`src/rtl/pid_pkg.sv`:
```
// Shared constants, codes and widths for the priority interrupt dispatcher.
package pid_pkg;

    localparam int TIME_BITS_DEF = 64;

    localparam int IN_W  = 112;
    localparam int OUT_W = 72;
    localparam int CFG_W = 12;
    localparam int CFG_AW = 2;

    localparam int QUO_W = 30;
    localparam int DVS_W = 18;
    localparam logic [QUO_W-1:0] NS_PER_SEC   = 30'd1000000000;
    localparam logic [QUO_W-1:0] VSYNC_PERIOD = NS_PER_SEC / 60;

    localparam logic [CFG_AW-1:0] REG_TIMER_HZ    = 2'd0;
    localparam logic [CFG_AW-1:0] REG_IRQ_ENABLES = 2'd1;
    localparam logic [CFG_AW-1:0] REG_VECTOR_BASE = 2'd2;
    localparam logic [CFG_AW-1:0] REG_FRAME_LINES = 2'd3;

    localparam int EN_UART_BIT  = 7;
    localparam int EN_KEY_BIT   = 6;
    localparam int EN_VSYNC_BIT = 5;
    localparam int EN_HSYNC_BIT = 4;
    localparam int GIE_BIT      = 7;

    localparam logic [6:0] IRQ_NONE  = 7'h00;
    localparam logic [6:0] IRQ_TIMER = 7'h10;
    localparam logic [6:0] IRQ_KEY   = 7'h11;
    localparam logic [6:0] IRQ_UART  = 7'h12;
    localparam logic [6:0] IRQ_VSYNC = 7'h13;
    localparam logic [6:0] IRQ_HSYNC = 7'h14;

    localparam logic [1:0] ACC_NONE  = 2'd0;
    localparam logic [1:0] ACC_WRITE = 2'd1;
    localparam logic [1:0] ACC_READ  = 2'd2;

    localparam logic [15:0] VEC_BASE_DEF  = 16'hFF00;
    localparam logic [11:0] LINES_DEF     = 12'd256;
    localparam logic [2:0]  LAST_ITEM     = 3'd4;

endpackage

```
`src/rtl/pid_div.sv`:
```
// Restoring divider: one quotient bit a cycle of one second in ns by a period divisor.
module pid_div
    import pid_pkg::*;
(
    input  logic             clk,
    input  logic             rst_n,
    input  logic             start,
    input  logic [DVS_W-1:0] divisor,
    output logic             done,
    output logic [QUO_W-1:0] quotient
);

    localparam int CNT_W = $clog2(QUO_W + 1);

    logic             run_reg,  run_next;
    logic             done_reg, done_next;
    logic [CNT_W-1:0] cnt_reg,  cnt_next;
    logic [DVS_W-1:0] rem_reg,  rem_next;
    logic [QUO_W-1:0] quo_reg,  quo_next;
    logic [DVS_W-1:0] dvs_reg,  dvs_next;
    logic [DVS_W:0]   trial;
    logic [DVS_W:0]   diff;
    logic             fit;

    assign trial = {rem_reg, quo_reg[QUO_W-1]};
    assign diff  = trial - {1'b0, dvs_reg};
    assign fit   = trial >= {1'b0, dvs_reg};

    always_comb
    begin
        run_next  = run_reg;
        done_next = 1'b0;
        cnt_next  = cnt_reg;
        rem_next  = rem_reg;
        quo_next  = quo_reg;
        dvs_next  = dvs_reg;
        if (start)
        begin
            run_next = 1'b1;
            cnt_next = '0;
            rem_next = '0;
            quo_next = NS_PER_SEC;
            dvs_next = divisor;
        end
        else if (run_reg)
        begin
            rem_next = fit ? diff[DVS_W-1:0] : trial[DVS_W-1:0];
            quo_next = {quo_reg[QUO_W-2:0], fit};
            cnt_next = cnt_reg + 1'b1;
            if (cnt_reg == CNT_W'(QUO_W - 1))
            begin
                run_next  = 1'b0;
                done_next = 1'b1;
            end
        end
    end

    always_ff @(posedge clk or negedge rst_n)
    begin
        if (!rst_n)
        begin
            run_reg  <= 1'b0;
            done_reg <= 1'b0;
            cnt_reg  <= '0;
        end
        else
        begin
            run_reg  <= run_next;
            done_reg <= done_next;
            cnt_reg  <= cnt_next;
        end
    end

    always_ff @(posedge clk)
    begin
        rem_reg <= rem_next;
        quo_reg <= quo_next;
        dvs_reg <= dvs_next;
    end

    assign done     = done_reg;
    assign quotient = quo_reg;

endmodule

```
`src/rtl/priority_interrupt_dispatcher.sv`:
```
// Top level of the priority interrupt dispatcher: sequencer, timing state and result transfers.
// A check is taken when s_tready is high, which happens only while the block is idle. With
// interrupts disabled or no source due, the block returns to idle and sends nothing. A taken
// interrupt sends five transfers (three stack writes, two vector reads), the fifth with
// m_tlast. The timer and hsync periods come from one shared restoring divider that produces
// one quotient bit a cycle; a check that reaches hsync with the timer on runs two divisions,
// first the timer period and then the hsync period.
module priority_interrupt_dispatcher
    import pid_pkg::*;
#(
    parameter int TIME_BITS = TIME_BITS_DEF
)
(
    input  logic              clk,
    input  logic              rst_n,
    input  logic              cfg_we,
    input  logic [CFG_AW-1:0] cfg_addr,
    input  logic [CFG_W-1:0]  cfg_wdata,
    input  logic              s_tvalid,
    output logic              s_tready,
    // now_ns[63:0], status[71:64], stack_ptr[87:72], pc[103:88], key_pending[104],
    // uart_pending[105], display_present[106], zero fill above
    input  logic [IN_W-1:0]   s_tdata,
    output logic              m_tvalid,
    input  logic              m_tready,
    // taken[0], irq_id[7:1], address[23:8], data[31:24], new_status[39:32],
    // new_stack_ptr[55:40], render_valid[56], render_line[68:57], zero fill above
    output logic [OUT_W-1:0]  m_tdata,
    // access[1:0]
    output logic [1:0]        m_tuser,
    output logic              m_tlast
);

    localparam logic [2:0] S_IDLE = 3'd0;
    localparam logic [2:0] S_TDIV = 3'd1;
    localparam logic [2:0] S_TCMP = 3'd2;
    localparam logic [2:0] S_SEL  = 3'd3;
    localparam logic [2:0] S_HDIV = 3'd4;
    localparam logic [2:0] S_HCMP = 3'd5;
    localparam logic [2:0] S_EMIT = 3'd6;

    localparam int PAD_W = TIME_BITS - QUO_W;

    logic [2:0]           state_reg, state_next;
    logic [2:0]           idx_reg,   idx_next;
    logic [7:0]           timer_hz_reg;
    logic [7:0]           irq_en_reg;
    logic [7:0]           vec_base_reg;
    logic [11:0]          lines_cfg_reg;
    logic [TIME_BITS-1:0] last_t_reg, last_t_next;
    logic [TIME_BITS-1:0] last_v_reg, last_v_next;
    logic [TIME_BITS-1:0] last_h_reg, last_h_next;
    logic                 vflag_reg,  vflag_next;
    logic [11:0]          scan_reg,   scan_next;
    logic [6:0]           id_reg,     id_next;
    logic                 rv_reg,     rv_next;
    logic [11:0]          rl_reg,     rl_next;

    logic [TIME_BITS-1:0] now_reg;
    logic [7:0]           status_reg;
    logic [15:0]          sp_reg;
    logic [15:0]          pc_reg;
    logic                 key_reg;
    logic                 uart_reg;
    logic                 disp_reg;

    logic                 s_xfer;
    logic                 m_xfer;
    logic                 div_start;
    logic [DVS_W-1:0]     div_divisor;
    logic                 div_done;
    logic [QUO_W-1:0]     div_quo;
    logic [TIME_BITS-1:0] period_ext;
    logic                 t_hit;
    logic                 v_hit;
    logic                 h_hit;
    logic [11:0]          lines;
    logic [DVS_W-1:0]     h_divisor;
    logic [12:0]          scan_inc;
    logic [15:0]          vec_base;
    logic [15:0]          vec_addr;
    logic [15:0]          item_addr;
    logic [7:0]           item_data;
    logic [1:0]           item_acc;
    logic [7:0]           new_status;
    logic [15:0]          new_sp;

    assign s_tready = (state_reg == S_IDLE);
    assign s_xfer   = s_tvalid && s_tready;
    assign m_tvalid = (state_reg == S_EMIT);
    assign m_xfer   = m_tvalid && m_tready;

    assign period_ext = {{PAD_W{1'b0}}, div_quo};
    assign t_hit = (now_reg - last_t_reg) >= period_ext;
    assign h_hit = (now_reg - last_h_reg) >= period_ext;
    assign v_hit = (now_reg - last_v_reg) >= {{PAD_W{1'b0}}, VSYNC_PERIOD};

    assign lines     = (lines_cfg_reg == '0) ? LINES_DEF : lines_cfg_reg;
    assign h_divisor = {lines, 6'd0} - {4'd0, lines, 2'd0};
    assign scan_inc  = {1'b0, scan_reg} + 13'd1;

    always_comb
    begin
        state_next  = state_reg;
        idx_next    = idx_reg;
        last_t_next = last_t_reg;
        last_v_next = last_v_reg;
        last_h_next = last_h_reg;
        vflag_next  = vflag_reg;
        scan_next   = scan_reg;
        id_next     = id_reg;
        rv_next     = rv_reg;
        rl_next     = rl_reg;
        div_start   = 1'b0;
        div_divisor = {{(DVS_W-8){1'b0}}, timer_hz_reg};
        case (state_reg)
            S_IDLE:
            begin
                idx_next = '0;
                rv_next  = 1'b0;
                rl_next  = '0;
                id_next  = IRQ_NONE;
                if (s_xfer && s_tdata[64 + GIE_BIT])
                begin
                    if (timer_hz_reg != '0)
                    begin
                        div_start  = 1'b1;
                        state_next = S_TDIV;
                    end
                    else
                    begin
                        state_next = S_SEL;
                    end
                end
            end
            S_TDIV:
            begin
                if (div_done)
                    state_next = S_TCMP;
            end
            S_TCMP:
            begin
                if (t_hit)
                begin
                    last_t_next = now_reg;
                    id_next     = IRQ_TIMER;
                    state_next  = S_EMIT;
                end
                else
                begin
                    state_next = S_SEL;
                end
            end
            S_SEL:
            begin
                state_next = S_EMIT;
                if (irq_en_reg[EN_KEY_BIT] && key_reg)
                begin
                    id_next = IRQ_KEY;
                end
                else if (irq_en_reg[EN_UART_BIT] && uart_reg)
                begin
                    id_next = IRQ_UART;
                end
                else if (irq_en_reg[EN_VSYNC_BIT] && vflag_reg)
                begin
                    vflag_next = 1'b0;
                    id_next    = IRQ_VSYNC;
                end
                else if (irq_en_reg[EN_VSYNC_BIT] && !disp_reg && v_hit)
                begin
                    last_v_next = now_reg;
                    id_next     = IRQ_VSYNC;
                end
                else if (irq_en_reg[EN_HSYNC_BIT])
                begin
                    div_start   = 1'b1;
                    div_divisor = h_divisor;
                    state_next  = S_HDIV;
                end
                else
                begin
                    state_next = S_IDLE;
                end
            end
            S_HDIV:
            begin
                if (div_done)
                    state_next = S_HCMP;
            end
            S_HCMP:
            begin
                if (h_hit)
                begin
                    last_h_next = now_reg;
                    rv_next     = 1'b1;
                    rl_next     = scan_reg;
                    id_next     = IRQ_HSYNC;
                    if (scan_inc >= {1'b0, lines})
                    begin
                        scan_next  = '0;
                        vflag_next = 1'b1;
                    end
                    else
                    begin
                        scan_next = scan_inc[11:0];
                    end
                    state_next = S_EMIT;
                end
                else
                begin
                    state_next = S_IDLE;
                end
            end
            S_EMIT:
            begin
                if (m_xfer)
                begin
                    idx_next = idx_reg + 3'd1;
                    if (idx_reg == LAST_ITEM)
                        state_next = S_IDLE;
                end
            end
            default:
            begin
                state_next = S_IDLE;
            end
        endcase
    end

    always_ff @(posedge clk or negedge rst_n)
    begin
        if (!rst_n)
        begin
            state_reg     <= S_IDLE;
            idx_reg       <= '0;
            timer_hz_reg  <= '0;
            irq_en_reg    <= '0;
            vec_base_reg  <= '0;
            lines_cfg_reg <= '0;
            last_t_reg    <= '0;
            last_v_reg    <= '0;
            last_h_reg    <= '0;
            vflag_reg     <= 1'b0;
            scan_reg      <= '0;
        end
        else
        begin
            state_reg  <= state_next;
            idx_reg    <= idx_next;
            last_t_reg <= last_t_next;
            last_v_reg <= last_v_next;
            last_h_reg <= last_h_next;
            vflag_reg  <= vflag_next;
            scan_reg   <= scan_next;
            if (cfg_we)
            begin
                case (cfg_addr)
                    REG_TIMER_HZ:    timer_hz_reg  <= cfg_wdata[7:0];
                    REG_IRQ_ENABLES: irq_en_reg    <= cfg_wdata[7:0];
                    REG_VECTOR_BASE: vec_base_reg  <= cfg_wdata[7:0];
                    REG_FRAME_LINES: lines_cfg_reg <= cfg_wdata[11:0];
                    default:         lines_cfg_reg <= lines_cfg_reg;
                endcase
            end
        end
    end

    always_ff @(posedge clk)
    begin
        id_reg <= id_next;
        rv_reg <= rv_next;
        rl_reg <= rl_next;
        if (s_xfer)
        begin
            now_reg    <= s_tdata[TIME_BITS-1:0];
            status_reg <= s_tdata[71:64];
            sp_reg     <= s_tdata[87:72];
            pc_reg     <= s_tdata[103:88];
            key_reg    <= s_tdata[104];
            uart_reg   <= s_tdata[105];
            disp_reg   <= s_tdata[106];
        end
    end

    pid_div u_div (
        .clk      (clk),
        .rst_n    (rst_n),
        .start    (div_start),
        .divisor  (div_divisor),
        .done     (div_done),
        .quotient (div_quo)
    );

    assign vec_base   = (vec_base_reg == '0) ? VEC_BASE_DEF : {vec_base_reg[7:1], 9'd0};
    assign vec_addr   = vec_base + {8'd0, id_reg, 1'b0};
    assign new_status = {1'b0, status_reg[6:0]};
    assign new_sp     = sp_reg - 16'd3;

    always_comb
    begin
        case (idx_reg)
            3'd0:
            begin
                item_acc  = ACC_WRITE;
                item_addr = sp_reg;
                item_data = pc_reg[15:8];
            end
            3'd1:
            begin
                item_acc  = ACC_WRITE;
                item_addr = sp_reg - 16'd1;
                item_data = pc_reg[7:0];
            end
            3'd2:
            begin
                item_acc  = ACC_WRITE;
                item_addr = sp_reg - 16'd2;
                item_data = status_reg;
            end
            3'd3:
            begin
                item_acc  = ACC_READ;
                item_addr = vec_addr;
                item_data = '0;
            end
            3'd4:
            begin
                item_acc  = ACC_READ;
                item_addr = vec_addr + 16'd1;
                item_data = '0;
            end
            default:
            begin
                item_acc  = ACC_NONE;
                item_addr = '0;
                item_data = '0;
            end
        endcase
    end

    assign m_tdata = {3'd0, rl_reg, rv_reg, new_sp, new_status, item_data, item_addr,
                      id_reg, 1'b1};
    assign m_tuser = item_acc;
    assign m_tlast = (idx_reg == LAST_ITEM);

endmodule

```
`config.mk`:
```
export PLATFORM = sky130hd
export DESIGN_NAME = priority_interrupt_dispatcher
export DESIGN_NICKNAME = d
export VERILOG_FILES = /design/src/rtl/pid_pkg.sv /design/src/rtl/pid_div.sv /design/src/rtl/priority_interrupt_dispatcher.sv
export SDC_FILE = /design/constraint.sdc
export NUM_CORES = 1
export LEC_CHECK = 0
export BUFFER_PORTS_ARGS = -buffer_cell sky130_fd_sc_hd__buf_2
export CORE_UTILIZATION = 68
export DETAILED_ROUTE_END_ITERATION = 8
export PLACE_DENSITY = 0.88
export SETUP_SLACK_MARGIN = 0.02
export SYNTH_ARGS = -nofsm -noshare
export SYNTH_HDL_FRONTEND = slang
export SYNTH_HIERARCHICAL = 1
export SYNTH_SLANG_ARGS = --single-unit
```
`constraint.sdc`:
```
create_clock -name clk -period 17.65 [get_ports clk]
set_input_delay 2.6475 -clock clk [delete_from_list [all_inputs] [get_ports clk]]
set_output_delay 2.6475 -clock clk [all_outputs]
set_load 0.005 [all_outputs]
```
==> results by stage <==
Worst setup path:
- The capture instance of the worst register-to-register path is rl_reg[7].
- The source of the critical timing path is now_reg[0].
- The worst flop-to-flop path startpoint is now_reg[0].
- The number of cells on the worst reg-to-reg path is 21.
- In this run the worst setup path terminates at rl_reg[7].
- The highest net fanout along the worst path is 17.
- The data arrival at the endpoint of the critical path is 7930 ps.
- STA classifies the critical path endpoint as a register.
- The slack of the worst reg-to-reg path is 9910 ps.
- The worst setup path is launched from a register.
- The startpoint-to-endpoint class of the critical path is register to register.
- The critical path required time is 17830 ps.

Final layout:
- The area growth from synthesis to layout is 7.12%.
- At the end of the flow, the number of nets in the layout was 4605.
- In the layout the commonest cells are nand2_1 (454), a21oi_1 (365), inv_1 (328).
- In the final layout, the share of cells above drive strength 1 is 0.129.
- The most common cell after layout, fill and taps aside is nand2_1.
- After filler insertion, the fill cell instance count of the layout stands at between 3k and 4k.
- 0 antenna diodes ended up in the layout.

Clock network:
- The latest clock arrival within the worst-skew pair is just over 600 ps.
- After clock tree synthesis, the clock-pin slew on the worst setup and hold paths is 60 ps.
- Buffers added to address setup during post-CTS repair amount to 0.
- The number of buffers created by CTS is 50.
- The clock net sink count is 440.
- The root cell of the clock tree is clkbuf_16.
- The maximum root-to-sink buffer count is 3.
- Gates resized during post-CTS repair numbered 0.
- The number of buffers added to fix hold violations after cts is 0.
- The H-tree depth is 2.
- The CTS tree is built.

Pwr:
- The relative contribution of sequential cells to total power is 0.276.
- Power spread over the standard cell area amounts to 132 mW/mm².
- Summed over all nets, the switching power comes to 2130 µW.
- The cell internal power dissipation is 2890 µW.
- Summed over all cells, the static leakage comes to 0.0160 µW.
- Of the total power, the share spent switching nets is 0.424.
- The worst IR drop on VDD is 137 µV.
- The design draws 5020 µW.
- The share of power burned in the clock network is 0.212.
- The relative contribution of combinational cells to total power is 0.512.

Synth:
- The most frequently used flop master after synthesis is dfrtp_1.
- The number of synthesized flops with an enable pin is 142.
- During synthesis, Yosys emitted a total of 6 warnings.
- The share of synthesized area in the top cell type comes to 0.176.
- Counting distinct cell types in the post-synthesis netlist gives 121.
- In the synthesized netlist the async set-or-reset flop fraction comes to 0.568.
- After synthesis the netlist holds a flip-flop and latch count of 440.
- For this run, the register share of the synthesized area comes to 0.323.
- The mean instance size in the synthesized netlist is 8.69 µm².
- Yosys attributes the largest share of cell area to dfrtp_1 (18%), edfxtp_1 (12%), ha_1 (11%), a21oi_1 (5.1%), mux2_4 (5.1%).
- After synthesis the cells add up to roughly 0.036 mm².
- The number of instances in the synthesized netlist is 4090.
- The biggest area contributor in the post-synthesis netlist is dfrtp_1.

Timing:
- Setup repair after global routing left no endpoint under its margin.
- For the final routed database, the setup TNS stands at 0 ps.
- Dividing the final minimum period by the clock period gives 0.439.
- The hold violation count in the final report is 0.
- After layout, the worst setup slack is between 9000 and 10000 ps.
- Across the routed clock network, the largest skew measured is between 20 and 25 ps.
- The maximum achievable frequency is 0.129 GHz.
- The routed design could run at a clock period as short as slightly below 8000 ps.
- The number of pins exceeding their max-slew limit in the final report came to 0.
- The number of failing setup endpoints in the final timing report is 0.
- Headroom to the max-slew limit came out at 0.194.
- The worst hold slack is 498 ps.
- The slew of the pin with the lowest slew margin is 1210 ps.

Floorplanning:
- After floorplanning, the core was divided into 83 placement rows.
- The total core area is roughly 0.052 mm².
- For this configuration, the core starts out at a cell density of 0.690.
- The die is about 230 µm tall.
- The die outline area is 0.0532 mm².
- 208 I/O pins were placed.
- The die is 231 µm wide.

Placed design:
- The number of buffer cells added on primary ports is 194.
- The pre-CTS worst setup slack is 10240 ps.
- Routability-driven placement finished with a final weighted congestion of 1.02.
- The HPWL after detailed placement is about 81 mm.

Routing:
- The count of nets left with antenna violations once routing finished came out at 0.
- The total number of vias is ~32k.
- In this run, the number of DRC markers left after iteration 0 of detailed routing was 3460.
- For this run, design rule violations remaining after detail routing come to 0.
- The post-detailed-route via-to-cell ratio is 6.60.
- The final routed wire length divided by cell count is ~22 µm.
- The detailed-router iteration count before antenna repair is 6.
- After detailed routing, the total wire length is 107 mm.

GRT:
- The pin count of the biggest net entering global routing is between 100 and 150.
- The via count of the first global-routing pass was 30.2k.
- The remaining global-route overflow is 0.
- The number of antenna violations at the first check in global routing is 1.
- Across every metal layer, demand over resource in global routing totals 0.394.
- The first global-routing pass estimated between 150 and 200 mm of wire.

Job:
- Across the run, the number of max-cap violations was 0.

Outcome:
- The run finished with clean final reports.

Min path:
- The min-delay analysis places its worst path in the category register to register.
per-layer routing:
metal  wire length [µm]  track usage  vias to the layer above
met4               4410        0.154                        2
met2              47400        0.610                     1718
li1                   -            -                    14985
met1              45100        0.545                    15268
met3              10200       0.0756                      293
met5                  9            0                        -
cell families (layout without fill, tap and decap cells):
group                      after synthesis  after routing  share of synthesized area
xor gates and xnor gates               164            164                     0.0404
muxes                                  224            224                     0.0819
and+or+nand+nor                       1273           1273                      0.170
DFF                                    440            440                      0.323
AOI/OAI and AO/OA                     1164           1164                      0.210
adders and majority gates              306            306                      0.109
other                                    2              8                   0.000211
buffers and inverters                  517            631                     0.0653
power by group through the flow:
stage          combinational, µW  clock [µW]  sequential (µW)
2_1_floorplan               1940           0             1340
3_3_place_gp                2400           0             1390
3_5_place_dp                2470           0             1390
4_1_cts                     2510        1070             1380
5_1_grt                     2820        1110             1400
6_report                    2570        1070             1380
through the flow:
stage           util  instance area, µm²  std cells
3_5_place_dp   0.707               36400       4796
6_report       0.739               38100       4890
3_3_place_gp   0.707               36400       4796
2_1_floorplan      -               35500       4096
4_1_cts        0.739               38100       4890
5_1_grt        0.739               38100       4890
layout make-up:
type                            instances  area [µm²]  share of cell area
Multi-Input combinational cell       3139       21800               0.572
Sequential cell                       440       11500               0.302
Clock buffer                           65        1360              0.0357
Inverter                              330        1240              0.0326
Timing Repair Buffer                  207        1080              0.0283
Tap cell                              680         851              0.0224
Clock inverter                         29         288             0.00756
worst min-delay path by stage:
stage                     slack (ps)                 end  cells after the start               start
final                            500   u_div/rem_reg[11]                      2   u_div/rem_reg[11]
after global routing             520  u_div/quotient[20]                      2  u_div/quotient[19]
after CTS                        490   u_div/rem_reg[11]                      2   u_div/rem_reg[11]
after detailed placement         490   u_div/rem_reg[11]                      2   u_div/rem_reg[11]
after global placement           470       last_h_reg[0]                      2       last_h_reg[0]
after floorplan                  450   u_div/rem_reg[12]                      2   u_div/rem_reg[12]
synth_stat cells, types with 29 or more instances:
cell type and count:
xor2_1 59, clkbuf_1 81, a21oi_1 365, nor3_1 105, a211oi_1 38, edfxtp_1 142
a31oi_1 31, dfrtp_1 250, dfxtp_1 48, mux2i_1 51, xnor2_1 105, ha_1 302
a21o_1 73, o21a_1 42, o211ai_1 42, nand2_1 455, nand4_1 112, o21ai_1 58
nor2_1 280, buf_2 51, o21ai_0 229, nor4_1 31, nand3_1 76, nand2b_1 29
o21bai_1 44, mux2_2 52, inv_1 328, mux2_4 120, and2_1 31
worst max-delay path, stage by stage, from the launching register on:
cell	delay (ps)
edfxtp_1	400
inv_1	150
ha_1	200
inv_1	60
fa_1	430
a211oi_1	350
o21bai_1	220
o21ai_0	280
nand2_1	180
a31oi_1	710
xnor2_1	150
ha_1	330
a21o_1	170
a21oi_1	220
nor2_1	90
a2111oi_0	460
o21ai_0	180
nand4b_1	190
or4b_1	540
nor4_1	580
nand2b_1	770
nand2b_1	630
Power figures use the tool's default switching activity.
